$ cat src/rtl/core/voice_session_mode_controller_macros.svh
// Assertion macros for the voice session mode controller.
`ifndef VOICE_SESSION_MODE_CONTROLLER_MACROS_SVH
`define VOICE_SESSION_MODE_CONTROLLER_MACROS_SVH

`ifndef SYNTHESIS

`define VSMC_ASSERT_IMPL(label, clk, rst, ante, cons) \
  label: assert property (@(posedge clk) disable iff (rst) (ante) |-> (cons)) \
    else $error("vsmc implication check failed");

`define VSMC_ASSERT_NEXT(label, clk, rst, ante, cons) \
  label: assert property (@(posedge clk) disable iff (rst) (ante) |=> (cons)) \
    else $error("vsmc next-cycle check failed");

`else

`define VSMC_ASSERT_IMPL(label, clk, rst, ante, cons)

`define VSMC_ASSERT_NEXT(label, clk, rst, ante, cons)

`endif

`endif

$ cat src/rtl/core/vsmc_pkg.sv
// Types and constants of the voice session mode controller.
package vsmc_pkg;

  typedef enum logic [2:0] {
    MODE_IDLE    = 3'd0,
    MODE_LISTEN  = 3'd1,
    MODE_SILENCE = 3'd2,
    MODE_PROC    = 3'd3,
    MODE_SPEAK   = 3'd4,
    MODE_SLEEP   = 3'd5
  } mode_t;

  typedef enum logic [2:0] {
    DISP_IDLE    = 3'd0,
    DISP_LISTEN  = 3'd1,
    DISP_PROC    = 3'd2,
    DISP_SPEAK   = 3'd3,
    DISP_SLEEP   = 3'd4,
    DISP_OFFLINE = 3'd5
  } disp_t;

  typedef enum logic [3:0] {
    OP_SLEEP_NOW   = 4'd0,
    OP_SLEEP       = 4'd1,
    OP_LINK_DOWN   = 4'd2,
    OP_LINK_UP     = 4'd3,
    OP_VOICE_START = 4'd4,
    OP_VOICE_END   = 4'd5,
    OP_TTS_CHUNK   = 4'd6,
    OP_TTS_END     = 4'd7,
    OP_WAKE        = 4'd8,
    OP_TICK        = 4'd9
  } opcode_t;

  localparam int unsigned ACT_W = 9;
  typedef logic [ACT_W-1:0] act_t;

  localparam act_t ACT_INTERRUPT = 9'h001;
  localparam act_t ACT_EOS       = 9'h002;
  localparam act_t ACT_CLEAR     = 9'h004;
  localparam act_t ACT_STOP      = 9'h008;
  localparam act_t ACT_ASLEEP    = 9'h010;
  localparam act_t ACT_AWAKE     = 9'h020;
  localparam act_t ACT_DSLEEP    = 9'h040;
  localparam act_t ACT_DWAKE     = 9'h080;
  localparam act_t ACT_FLUSH     = 9'h100;

  localparam int unsigned CFG_W = 16;
  localparam logic CFG_SILENCE_TIMEOUT = 1'b0;
  localparam logic CFG_POLL_PERIOD     = 1'b1;
  localparam logic [CFG_W-1:0] SILENCE_TIMEOUT_RST = 16'd1500;
  localparam logic [CFG_W-1:0] POLL_PERIOD_RST     = 16'd100;

  localparam int unsigned IN_W  = 8;
  localparam int unsigned OUT_W = 16;

  function automatic disp_t disp_of_mode(mode_t m);
    disp_t d;
    unique case (m)
      MODE_IDLE:    d = DISP_IDLE;
      MODE_LISTEN:  d = DISP_LISTEN;
      MODE_SILENCE: d = DISP_LISTEN;
      MODE_PROC:    d = DISP_PROC;
      MODE_SPEAK:   d = DISP_SPEAK;
      MODE_SLEEP:   d = DISP_SLEEP;
      default:      d = DISP_IDLE;
    endcase
    return d;
  endfunction

endpackage

$ cat src/rtl/core/voice_session_mode_controller.sv
// Voice session mode controller: event-driven mode state, timers and output register.
//
// Input channel s_*: one event per transfer (opcode, link status, playback done).
// A tick event counts one millisecond for the silence and poll timers.
// Output channel m_*: one result per event (mode, display update/mode, actions).
// Configuration: cfg_we writes cfg_data to the register at cfg_index
// (0 silence timeout, 1 poll period) at the clock edge; no read-back.
// The event is decided by combinational logic on the registered state and the
// result lands in the output register.
// Throughput is one event per cycle, set by the single output register:
// s_tready is high while that register is empty or being drained.
// When the receiver stalls, the result holds and s_tready drops until it is taken.
// Reset (rst, synchronous) returns to idle, clears flags and timers, empties
// the output register and loads the register defaults 1500 and 100.
`include "voice_session_mode_controller_macros.svh"

module voice_session_mode_controller #(
  parameter int unsigned TIMER_BITS = 16
) (
  input  logic                        clk,
  input  logic                        rst,
  input  logic                        s_tvalid,
  output logic                        s_tready,
  // [3:0] opcode, [4] link_connected, [5] playback_done, [7:6] zero
  input  logic [vsmc_pkg::IN_W-1:0]   s_tdata,
  output logic                        m_tvalid,
  input  logic                        m_tready,
  // [2:0] mode, [3] display_update, [6:4] display_mode, [15:7] actions
  output logic [vsmc_pkg::OUT_W-1:0]  m_tdata,
  input  logic                        cfg_we,
  input  logic                        cfg_index,
  input  logic [vsmc_pkg::CFG_W-1:0]  cfg_data
);
  import vsmc_pkg::*;

  localparam int unsigned CMP_W = (TIMER_BITS > CFG_W) ? TIMER_BITS : CFG_W;
  localparam logic [TIMER_BITS-1:0] CNT_MAX = {TIMER_BITS{1'b1}};

  logic [CFG_W-1:0] silence_timeout;
  logic [CFG_W-1:0] poll_period;

  mode_t                 mode, mode_next;
  logic                  sleep_deferred, sleep_deferred_next;
  logic                  sleep_by_user, sleep_by_user_next;
  logic                  silence_armed, silence_armed_next;
  logic [TIMER_BITS-1:0] silence_count, silence_count_next;
  logic                  poll_armed, poll_armed_next;
  logic [TIMER_BITS-1:0] poll_count, poll_count_next;

  logic                  disp_upd;
  disp_t                 disp_val;
  act_t                  act;

  opcode_t               op;
  logic                  link;
  logic                  done;
  logic                  accept;
  logic [TIMER_BITS-1:0] silence_inc;
  logic [TIMER_BITS-1:0] poll_inc;
  logic                  silence_fire;
  logic                  poll_fire;

  assign op       = opcode_t'(s_tdata[3:0]);
  assign link     = s_tdata[4];
  assign done     = s_tdata[5];
  assign s_tready = !m_tvalid || m_tready;
  assign accept   = s_tvalid && s_tready;

  assign silence_inc  = (silence_count == CNT_MAX) ? CNT_MAX : silence_count + 1'b1;
  assign poll_inc     = (poll_count == CNT_MAX) ? CNT_MAX : poll_count + 1'b1;
  assign silence_fire = CMP_W'(silence_inc) >= CMP_W'(silence_timeout);
  assign poll_fire    = CMP_W'(poll_inc) >= CMP_W'(poll_period);

  always_ff @(posedge clk) begin
    if (rst) begin
      silence_timeout <= SILENCE_TIMEOUT_RST;
      poll_period     <= POLL_PERIOD_RST;
    end else if (cfg_we) begin
      unique case (cfg_index)
        CFG_SILENCE_TIMEOUT: silence_timeout <= cfg_data;
        CFG_POLL_PERIOD:     poll_period     <= cfg_data;
        default:             ;
      endcase
    end
  end

  always_comb begin
    mode_next           = mode;
    sleep_deferred_next = sleep_deferred;
    sleep_by_user_next  = sleep_by_user;
    silence_armed_next  = silence_armed;
    silence_count_next  = silence_count;
    poll_armed_next     = poll_armed;
    poll_count_next     = poll_count;
    disp_upd            = 1'b0;
    disp_val            = DISP_IDLE;
    act                 = '0;

    priority if (op == OP_SLEEP_NOW && mode != MODE_SLEEP) begin
      if (mode == MODE_SPEAK || mode == MODE_PROC) begin
        act = act | ACT_INTERRUPT;
      end
      sleep_by_user_next = 1'b1;
      silence_armed_next = 1'b0;
      silence_count_next = '0;
      poll_armed_next    = 1'b0;
      poll_count_next    = '0;
      act       = act | ACT_STOP | ACT_ASLEEP | ACT_DSLEEP | ACT_FLUSH;
      mode_next = MODE_SLEEP;
      disp_upd  = 1'b1;
      disp_val  = DISP_SLEEP;
    end else if (op == OP_SLEEP && mode != MODE_SLEEP) begin
      if (mode == MODE_SPEAK) begin
        sleep_deferred_next = 1'b1;
      end else begin
        silence_armed_next = 1'b0;
        silence_count_next = '0;
        poll_armed_next    = 1'b0;
        poll_count_next    = '0;
        act       = ACT_STOP | ACT_ASLEEP | ACT_DSLEEP;
        mode_next = MODE_SLEEP;
        disp_upd  = 1'b1;
        disp_val  = DISP_SLEEP;
      end
    end else if (op == OP_LINK_DOWN) begin
      if (mode == MODE_SPEAK) begin
        poll_armed_next = 1'b0;
        poll_count_next = '0;
        act       = ACT_STOP;
        mode_next = MODE_IDLE;
        disp_upd  = 1'b1;
        disp_val  = DISP_OFFLINE;
      end else if (mode == MODE_PROC) begin
        mode_next = MODE_IDLE;
        disp_upd  = 1'b1;
        disp_val  = DISP_OFFLINE;
      end else if (mode == MODE_IDLE) begin
        disp_upd  = 1'b1;
        disp_val  = DISP_OFFLINE;
      end
    end else if (op == OP_LINK_UP) begin
      if (mode == MODE_PROC) begin
        poll_armed_next = 1'b0;
        poll_count_next = '0;
        mode_next = MODE_IDLE;
        disp_upd  = 1'b1;
        disp_val  = DISP_IDLE;
      end else if (mode == MODE_IDLE) begin
        disp_upd  = 1'b1;
        disp_val  = DISP_IDLE;
      end
    end else if (op == OP_TICK) begin
      if (silence_armed) begin
        silence_count_next = silence_inc;
        if (silence_fire) begin
          silence_armed_next = 1'b0;
          silence_count_next = '0;
          if (mode == MODE_SILENCE) begin
            disp_upd = 1'b1;
            if (link) begin
              act       = act | ACT_EOS;
              mode_next = MODE_PROC;
              disp_val  = DISP_PROC;
            end else begin
              act       = act | ACT_CLEAR;
              mode_next = MODE_IDLE;
              disp_val  = DISP_OFFLINE;
            end
          end
        end
      end
      if (poll_armed) begin
        poll_count_next = poll_inc;
        if (poll_fire) begin
          poll_count_next = '0;
          if (done && mode == MODE_SPEAK) begin
            poll_armed_next = 1'b0;
            disp_upd        = 1'b1;
            if (sleep_deferred) begin
              sleep_deferred_next = 1'b0;
              silence_armed_next  = 1'b0;
              silence_count_next  = '0;
              poll_count_next     = '0;
              act       = act | ACT_STOP | ACT_ASLEEP | ACT_DSLEEP;
              mode_next = MODE_SLEEP;
              disp_val  = DISP_SLEEP;
            end else begin
              mode_next = MODE_IDLE;
              disp_val  = DISP_IDLE;
            end
          end
        end
      end
    end else begin
      unique case (mode)
        MODE_IDLE: begin
          if (op == OP_VOICE_START) begin
            act       = ACT_CLEAR;
            mode_next = MODE_LISTEN;
          end else if (op == OP_TTS_CHUNK) begin
            mode_next = MODE_SPEAK;
          end
        end
        MODE_LISTEN: begin
          if (op == OP_VOICE_END) begin
            silence_armed_next = 1'b1;
            silence_count_next = '0;
            mode_next = MODE_SILENCE;
          end
        end
        MODE_SILENCE: begin
          if (op == OP_VOICE_START) begin
            silence_armed_next = 1'b0;
            silence_count_next = '0;
            mode_next = MODE_LISTEN;
          end
        end
        MODE_PROC: begin
          if (op == OP_VOICE_START) begin
            act       = ACT_INTERRUPT | ACT_CLEAR;
            mode_next = MODE_LISTEN;
          end else if (op == OP_TTS_CHUNK) begin
            mode_next = MODE_SPEAK;
          end else if (op == OP_TTS_END) begin
            mode_next = MODE_IDLE;
          end
        end
        MODE_SPEAK: begin
          if (op == OP_VOICE_START) begin
            poll_armed_next = 1'b0;
            poll_count_next = '0;
            act       = ACT_STOP | ACT_INTERRUPT;
            mode_next = MODE_LISTEN;
          end else if (op == OP_TTS_END) begin
            poll_armed_next = 1'b1;
            poll_count_next = '0;
          end
        end
        MODE_SLEEP: begin
          if (op == OP_WAKE) begin
            sleep_by_user_next = 1'b0;
            act       = ACT_AWAKE | ACT_DWAKE;
            mode_next = MODE_IDLE;
          end else if (op == OP_TTS_CHUNK && !sleep_by_user) begin
            act       = ACT_AWAKE | ACT_DWAKE;
            mode_next = MODE_SPEAK;
          end
        end
        default: ;
      endcase
      if (mode_next != mode) begin
        disp_upd = 1'b1;
        disp_val = disp_of_mode(mode_next);
      end
    end
  end

  always_ff @(posedge clk) begin
    if (rst) begin
      mode           <= MODE_IDLE;
      sleep_deferred <= 1'b0;
      sleep_by_user  <= 1'b0;
      silence_armed  <= 1'b0;
      silence_count  <= '0;
      poll_armed     <= 1'b0;
      poll_count     <= '0;
    end else if (accept) begin
      mode           <= mode_next;
      sleep_deferred <= sleep_deferred_next;
      sleep_by_user  <= sleep_by_user_next;
      silence_armed  <= silence_armed_next;
      silence_count  <= silence_count_next;
      poll_armed     <= poll_armed_next;
      poll_count     <= poll_count_next;
    end
  end

  always_ff @(posedge clk) begin
    if (rst) begin
      m_tvalid <= 1'b0;
    end else if (accept) begin
      m_tvalid <= 1'b1;
    end else if (m_tready) begin
      m_tvalid <= 1'b0;
    end
  end

  always_ff @(posedge clk) begin
    if (accept) begin
      m_tdata <= {act, disp_val, disp_upd, mode_next};
    end
  end

  `VSMC_ASSERT_IMPL(a_silence_in_wait, clk, rst, silence_armed, mode == MODE_SILENCE)
  `VSMC_ASSERT_IMPL(a_poll_in_speak, clk, rst, poll_armed, mode == MODE_SPEAK)
  `VSMC_ASSERT_IMPL(a_user_sleep, clk, rst, sleep_by_user, mode == MODE_SLEEP)
  `VSMC_ASSERT_IMPL(a_silence_idle_zero, clk, rst, !silence_armed, silence_count == '0)
  `VSMC_ASSERT_NEXT(a_result_follows, clk, rst, accept, m_tvalid)

endmodule

$ cat config.mk
export PLATFORM = sky130hd
export DESIGN_NAME = voice_session_mode_controller
export DESIGN_NICKNAME = d
export VERILOG_FILES = /design/src/rtl/core/vsmc_pkg.sv /design/src/rtl/core/voice_session_mode_controller.sv
export VERILOG_INCLUDE_DIRS = /design/src /design/src/rtl/core
export SDC_FILE = /design/constraint.sdc
export NUM_CORES = 1
export LEC_CHECK = 0
export BUFFER_PORTS_ARGS = -buffer_cell sky130_fd_sc_hd__buf_2
export CORE_ASPECT_RATIO = 0.75
export CORE_MARGIN = 2
export CORE_UTILIZATION = 39
export CTS_CLUSTER_SIZE = 14
export DETAILED_ROUTE_END_ITERATION = 12
export PLACE_DENSITY_LB_ADDON = 0.2
export SLEW_MARGIN = 20
export SYNTH_ARGS = -nofsm -noshare
export SYNTH_HDL_FRONTEND = slang
export SYNTH_SLANG_ARGS = --single-unit
$ cat constraint.sdc
create_clock -name clk -period 4.61 [get_ports clk]
set_input_delay 0 -clock clk [delete_from_list [all_inputs] [get_ports clk]]
set_output_delay 0 -clock clk [all_outputs]
set_load 0.01 [all_outputs]
After elaboration in Yosys (flattened, before gate mapping)
Index checks and enable logic that the tools add are counted.
{"block": "totals", "regBits": 88, "elab_cells": 246, "input_bits": 30}
{"block": "op_classes", "bitwise_logic": 2, "reduce_logical": 30, "n_addsub": 2, "muxes": 160, "n_lt_le_gt_ge": 2, "n_eq_ne": 38}
{"cell": "$mux W16", "count": 28}
{"cell": "$mux W3", "count": 52}
{"cell": "$mux W1", "count": 60}
{"cell": "$mux W9", "count": 4}
{"cell": "$mux W7", "count": 5}
{"cell": "$add A16 B1 Y16 const B", "count": 2}
{"cell": "$eq A16 B16 Y1 const B", "count": 2}
{"cell": "$ge A16 B16 Y1", "count": 2}
{"cell": "$pmux W16 S2", "count": 1}
{"cell": "$pmux W8 S4", "count": 1}
{"cell": "$mux W8", "count": 3}
{"cell": "$reduce_and A7 Y1", "count": 3}
{"cell": "$eq A4 B3 Y1 const B", "count": 4}
{"cell": "$pmux W3 S5", "count": 1}
{"cell": "$ne A2 B2 Y1 const B", "count": 7}
{"cell": "$reduce_bool A2 Y1", "count": 7}
{"cell": "$eq A3 B2 Y1 const B", "count": 4}
{"cell": "$eq A3 B3 Y1 const B", "count": 4}
{"cell": "$ne A3 B3 Y1 const B", "count": 4}
{"cell": "$pmux W3 S4", "count": 1}
{"cell": "$ne A5 B5 Y1 const B", "count": 2}
{"cell": "$reduce_bool A5 Y1", "count": 2}
{"cell": "$reduce_and A9 Y1", "count": 1}
{"cell": "$eq A4 B2 Y1 const B", "count": 2}
{"cell": "other kinds (20)", "count": 32}

Depth between registers and ports, before layout
{"block": "logic_depth", "depth_word": 18, "ltp_mapped": 15}

Worst setup path after synthesis
Ideal clock, no wire load.
{"block": "synth_path", "path_kind": "flip-flop to flip-flop", "from": "register poll_count[0]", "to": "register silence_count[5]", "arrival_ps": 3413, "setup_ps": 59, "path_stages_with_launch": 16, "n_path_buf": 2, "path_slack_ps": 1138, "path_cell_list": "dfxtp_1 ha_1 nand3_1 nor4_2 nand4_1 clkbuf_1 nand2_1 ha_1 a211oi_1 nor2_1 nor3_1 o211ai_1 a31o_1 nor4_4 buf_6 a22o_1"}
{"block": "synth_between", "elab_chain_len": 10, "word_cells_on_any_way": 11, "classes_between": "add/sub: 1; order compare: 1; eq/ne: 1; mux: 8"}
{"element": "from (decl)", "line": "voice_session_mode_controller.sv:48", "text": "logic [TIMER_BITS-1:0] poll_count, poll_count_next;"}
{"element": "from (signal assigned)", "line": "voice_session_mode_controller.sv:274", "text": "poll_count <= poll_count_next;"}
{"element": "$add A16 B1 Y16 / $eq A16 B16 Y1 (equally long branches)", "line": "voice_session_mode_controller.sv:70", "text": "assign poll_inc = (poll_count == CNT_MAX) ? CNT_MAX : poll_count + 1'b1;"}
{"element": "$mux W16 (*)", "line": "voice_session_mode_controller.sv:70"}
{"element": "$ge A16 B16 Y1 (*)", "line": "voice_session_mode_controller.sv:72", "text": "assign poll_fire = CMP_W'(poll_inc) >= CMP_W'(poll_period);"}
{"element": "$mux W16 (*)", "line": "voice_session_mode_controller.sv:174", "text": "if (poll_fire) begin"}
{"element": "$mux W16 (*)", "line": "voice_session_mode_controller.sv:172", "text": "if (poll_armed) begin"}
{"element": "$mux W16 (*)", "line": "voice_session_mode_controller.sv:152", "text": "end else if (op == OP_TICK) begin"}
{"element": "$mux W16 (*)", "line": "voice_session_mode_controller.sv:141", "text": "end else if (op == OP_LINK_UP) begin"}
{"element": "$mux W16 (*)", "line": "voice_session_mode_controller.sv:125", "text": "end else if (op == OP_LINK_DOWN) begin"}
{"element": "$mux W16 (*)", "line": "voice_session_mode_controller.sv:112", "text": "end else if (op == OP_SLEEP && mode != MODE_SLEEP) begin"}
{"element": "$mux W16 (*)", "line": "voice_session_mode_controller.sv:99", "text": "priority if (op == OP_SLEEP_NOW && mode != MODE_SLEEP) begin"}
{"element": "to (signal assigned)", "line": "voice_session_mode_controller.sv:272", "text": "silence_count <= silence_count_next;"}
{"element": "to (decl)", "line": "voice_session_mode_controller.sv:46", "text": "logic [TIMER_BITS-1:0] silence_count, silence_count_next;"}
Mark *: on every way between the ends. The rest lies on a longest branch, timed or not. The select of a mux whose other input is x is not followed.
A chain may end at the register's enable or synchronous reset.

Worst setup path after layout
{"block": "layout_path", "from": "register poll_count[0]", "to": "register silence_count[8]"}
Same word-level chain as after synthesis.

==> Flow_metrics.wiki <==
{| class="wikitable"
! Metric !! Value
|-
| Clock transition time at the flip-flop clock pins of the worst setup and hold paths || 0.07 ns
|-
| Number of enable-type register cells in the synthesized netlist || 15
|-
| Combined area of the multi-input logic cells || 3100 um^2
|-
| Worst rel slew slack || 0.318
|-
| Pwr Density || 290 nW/um^2
|-
| Post-Synthesis Cells || 659
|-
| Yosys synthesis warning count || 0
|-
| Share of async-settable or async-resettable flops after synthesis || 0
|-
| Kind of critical path || reg -> reg
|-
| Via count || 4898
|-
| Synthesized area || 5320 um^2
|-
| Congestion Overflow GR || 0
|-
| Port Buffers || 45
|-
| Number of diodes || 0
|-
| Buffer depth of the longest clock path || 2
|-
| TritonCTS clock tree || yes
|-
| Final Hold Slack || 0.0632 ns
|-
| Reg2Reg Launch Point || poll_count[0]$_SDFFE_PP0P_
|-
| Avg Synthesized Cell Area || 8.07 um^2
|-
| Data required time of the critical path || 4.86 ns
|-
| Data arrival at the endpoint of the critical path || 4.27 ns
|-
| TNS Setup || 0 ns
|-
| Htree depth || 3
|-
| Core Area || 13200 um^2
|-
| Avg WL per Cell || 15.4 um
|-
| Total iterations of the first detailed-routing run || 5
|-
| Status || completed
|-
| Fraction of final layout cells with drive strength greater than 1 || 0.118
|-
| Most common library cell in the layout ignoring fill and taps || sky130_fd_sc_hd__nand2_1
|-
| Die area || 14600 um^2
|-
| Final nets || 768
|-
| DRC || 0
|-
| IR Drop Worst-Case VDD || 0.182 mV
|-
| Sequential fraction of the synthesis area || 0.356
|-
| Worst hold start || s_tdata[5]
|-
| Number of endpoints failing setup at the final stage || 0
|-
| Layout area overhead || 15.0%
|-
| Die width || 139 um
|-
| Leakage || 2.53 nW
|-
| Crit. Startpoint || poll_count[0]$_SDFFE_PP0P_
|-
| Filler instances || 1314
|-
| Global-route total usage across every layer || 0.190
|-
| Wire length of the first global-routing pass || 22600 um
|-
| Placed cell count || 846
|-
| Via-to-Cell Ratio || 5.57
|-
| Final hold violation count || 0
|-
| Flip-flop and latch count after synthesis || 87
|-
| Total number of placement rows || 36
|-
| Drt initial violations || 338
|-
| Final period util || 0.872
|-
| Number of distinct standard cells referenced by the synthesized netlist || 73
|-
| TritonCTS sink count || 87
|-
| Register cell area after layout || 1890 um^2
|-
| Nature of the critical path endpoint || register
|-
| Worst reg2reg path depth || 14
|-
| Filler-free cell count of the finished design || 880
|-
| Maximum number of pins on one net before global-route repair || 51
|-
| RSZ-0062 raised after global routing || no
|-
| Final worst path period need || 4.02 ns
|-
| Number of buffers inserted to repair setup after CTS || 0
|-
| Net Count, Synth || 723
|-
| Reg2Reg Setup Slack || 0.59 ns
|-
| Startpoint types || register
|-
| Die height || 105 um
|-
| Worst min-delay path endpoint || poll_armed$_SDFFE_PP0P_
|-
| RePlAce Congestion || 0.875
|-
| Antenna violations before repair || 0
|-
| Total half-perimeter wirelength after legalization and detailed placement || 9700 um
|-
| Worst r2r dst || silence_count[8]$_SDFFE_PP0P_
|-
| Top-Level Pins || 48
|-
| Number of max-capacitance violations reported || 0
|-
| Depth of the worst hold-timing path || 4
|-
| Maximum net fanout on the critical path || 15
|-
| Main flop type after synthesis || sky130_fd_sc_hd__dfxtp_1
|-
| Least-Margin Pin Slew || 1.02 ns
|-
| CTS buffer count || 9
|-
| Highest achievable clock rate || 0.249 GHz
|-
| Worst hold path type || in -> reg
|-
| Max-slew violation count || 0
|-
| Post-CTS sizing || 0
|-
| Setup skew after layout || 0.00624 ns
|-
| Via count of the first global-routing pass || 4532
|-
| Count of nets left with antenna violations after detail routing || 0
|-
| Total Routed Length || 13600 um
|-
| Initial cell density of the core || 0.404
|-
| Root Buffer Master || sky130_fd_sc_hd__clkbuf_16
|-
| Latest clock arrival within the worst-skew pair || 0.36 ns
|-
| Top library cells by usage in the layout, fill and taps aside || sky130_fd_sc_hd__nand2_1, sky130_fd_sc_hd__a21oi_1, sky130_fd_sc_hd__dfxtp_1, sky130_fd_sc_hd__buf_2, sky130_fd_sc_hd__inv_1
|}
timing repair:
item / 4_1_cts / 5_1_grt
endpoints found under the hold margin: 33 / 0
hold buffers: 18 / 0
setup endpoints to repair: 0 / 0
flip-flops by register name, summed over array words and instances, names as in the netlist:
name             cells
poll_armed           1
silence_count       16
m_tdata             15
poll_period         16
poll_count          16
mode                 3
sleep_by_user        1
silence_timeout     16
sleep_deferred       1
m_tvalid             1
silence_armed        1
metrics by stage:
step	util	total power, mW	setup slack (ns)	area [um^2]
2_1_floorplan	-	0.969	1.14	5320
3_3_place_gp	0.429	1.02	0.687	5640
3_5_place_dp	0.429	1.03	0.609	5640
4_1_cts	0.465	1.80	0.610	6120
5_1_grt	0.465	1.85	0.293	6120
6_report	0.465	1.77	0.589	6120
report_power, final:
part / leakage, nW / internal (mW) / switching [mW] / total, mW
clock: 0.146 / 0.425 / 0.321 / 0.747
combinational: 1.65 / 0.0793 / 0.126 / 0.206
sequential: 0.737 / 0.802 / 0.0192 / 0.821
total: 2.53 / 1.31 / 0.467 / 1.77
area by class of cell:
class                      instances  share of cell area
clock inverter                     6              0.0115
sequential                        87               0.309
inverter                          43              0.0264
clock buffer                      10              0.0376
multi-input combinational        494               0.507
timing repair buffer              69              0.0736
tap                              171              0.0350
critical path, cell delays in order (launching register included):
cell	delay [ns]
sky130_fd_sc_hd__dfxtp_1	0.42
sky130_fd_sc_hd__ha_1	0.25
sky130_fd_sc_hd__nand3_1	0.23
sky130_fd_sc_hd__nor2_1	0.30
sky130_fd_sc_hd__and4_1	0.24
sky130_fd_sc_hd__mux2_2	0.35
sky130_fd_sc_hd__ha_1	0.31
sky130_fd_sc_hd__nand4_1	0.12
sky130_fd_sc_hd__nor2_1	0.15
sky130_fd_sc_hd__o2111ai_1	0.13
sky130_fd_sc_hd__o211ai_1	0.45
sky130_fd_sc_hd__a31oi_1	0.29
sky130_fd_sc_hd__o2bb2ai_1	0.19
sky130_fd_sc_hd__buf_4	0.23
sky130_fd_sc_hd__a22o_1	0.24
kinds of logic (layout without fill, tap and decap cells):
logic type / Yosys count / in the layout / share of synthesized area
fa+ha+maj: 34 / 34 / 0.0800
mux: 4 / 4 / 0.00800
flops: 87 / 87 / 0.356
xor+xnor: 19 / 19 / 0.0313
buf+inv: 78 / 128 / 0.0614
simple gates: 252 / 252 / 0.233
compound gates: 185 / 185 / 0.231
metal layers:
metal,global-route usage,vias to the layer above,wire (um)
li1,-,2458,-
met1,0.267,2322,6690
met2,0.293,106,6200
met3,0.0472,12,566
met4,0.0491,0,112
met5,0,-,0
synthesized netlist by cell type (2+ instances only):
cell	instances	area (um^2)
sky130_fd_sc_hd__nor4_1	2	12.5
sky130_fd_sc_hd__a211oi_1	6	45.0
sky130_fd_sc_hd__a31oi_1	11	68.8
sky130_fd_sc_hd__nand2_1	117	439
sky130_fd_sc_hd__a21oi_1	76	380
sky130_fd_sc_hd__and3_1	6	37.5
sky130_fd_sc_hd__and2_1	3	18.8
sky130_fd_sc_hd__o21ai_0	20	100
sky130_fd_sc_hd__inv_1	42	158
sky130_fd_sc_hd__a2bb2oi_1	2	17.5
sky130_fd_sc_hd__buf_4	5	37.5
sky130_fd_sc_hd__nand2b_1	10	62.6
sky130_fd_sc_hd__buf_1	4	15.0
sky130_fd_sc_hd__mux2_2	2	22.5
sky130_fd_sc_hd__xor2_1	10	87.6
sky130_fd_sc_hd__o22ai_1	3	18.8
sky130_fd_sc_hd__and4_1	4	35.0
sky130_fd_sc_hd__o211ai_1	15	113
sky130_fd_sc_hd__o311ai_0	2	17.5
sky130_fd_sc_hd__nand3b_1	2	15.0
sky130_fd_sc_hd__or3_1	4	25.0
sky130_fd_sc_hd__edfxtp_1	15	450
sky130_fd_sc_hd__or4_1	2	15.0
sky130_fd_sc_hd__nor3_1	13	65.1
sky130_fd_sc_hd__a211o_1	2	17.5
sky130_fd_sc_hd__nor2_1	30	113
sky130_fd_sc_hd__clkbuf_1	19	71.3
sky130_fd_sc_hd__o21a_1	4	30.0
sky130_fd_sc_hd__a22o_1	16	140
sky130_fd_sc_hd__ha_1	34	425
sky130_fd_sc_hd__buf_2	6	30.0
sky130_fd_sc_hd__a21o_1	6	45.0
sky130_fd_sc_hd__dfxtp_1	72	1440
sky130_fd_sc_hd__nand4_1	8	50.1
sky130_fd_sc_hd__xnor2_1	9	78.8
sky130_fd_sc_hd__nor2b_1	8	50.1
sky130_fd_sc_hd__mux2i_1	2	20.0
sky130_fd_sc_hd__nand3_1	30	150
sky130_fd_sc_hd__o221ai_1	3	26.3
worst max path at each step:
stage,end,slack [ns],depth (start not counted)
global placement,silence_count[15]$_SDFFE_PP0P_,0.69,14
CTS,silence_count[9]$_SDFFE_PP0P_,0.61,14
global route,silence_count[9]$_SDFFE_PP0P_,0.29,14
finish,silence_count[8]$_SDFFE_PP0P_,0.59,14
floorplan,silence_count[5]$_SDFFE_PP0P_,1.14,15
detailed placement,silence_count[9]$_SDFFE_PP0P_,0.61,14
Note: power is estimated with default switching activity, not from simulation.
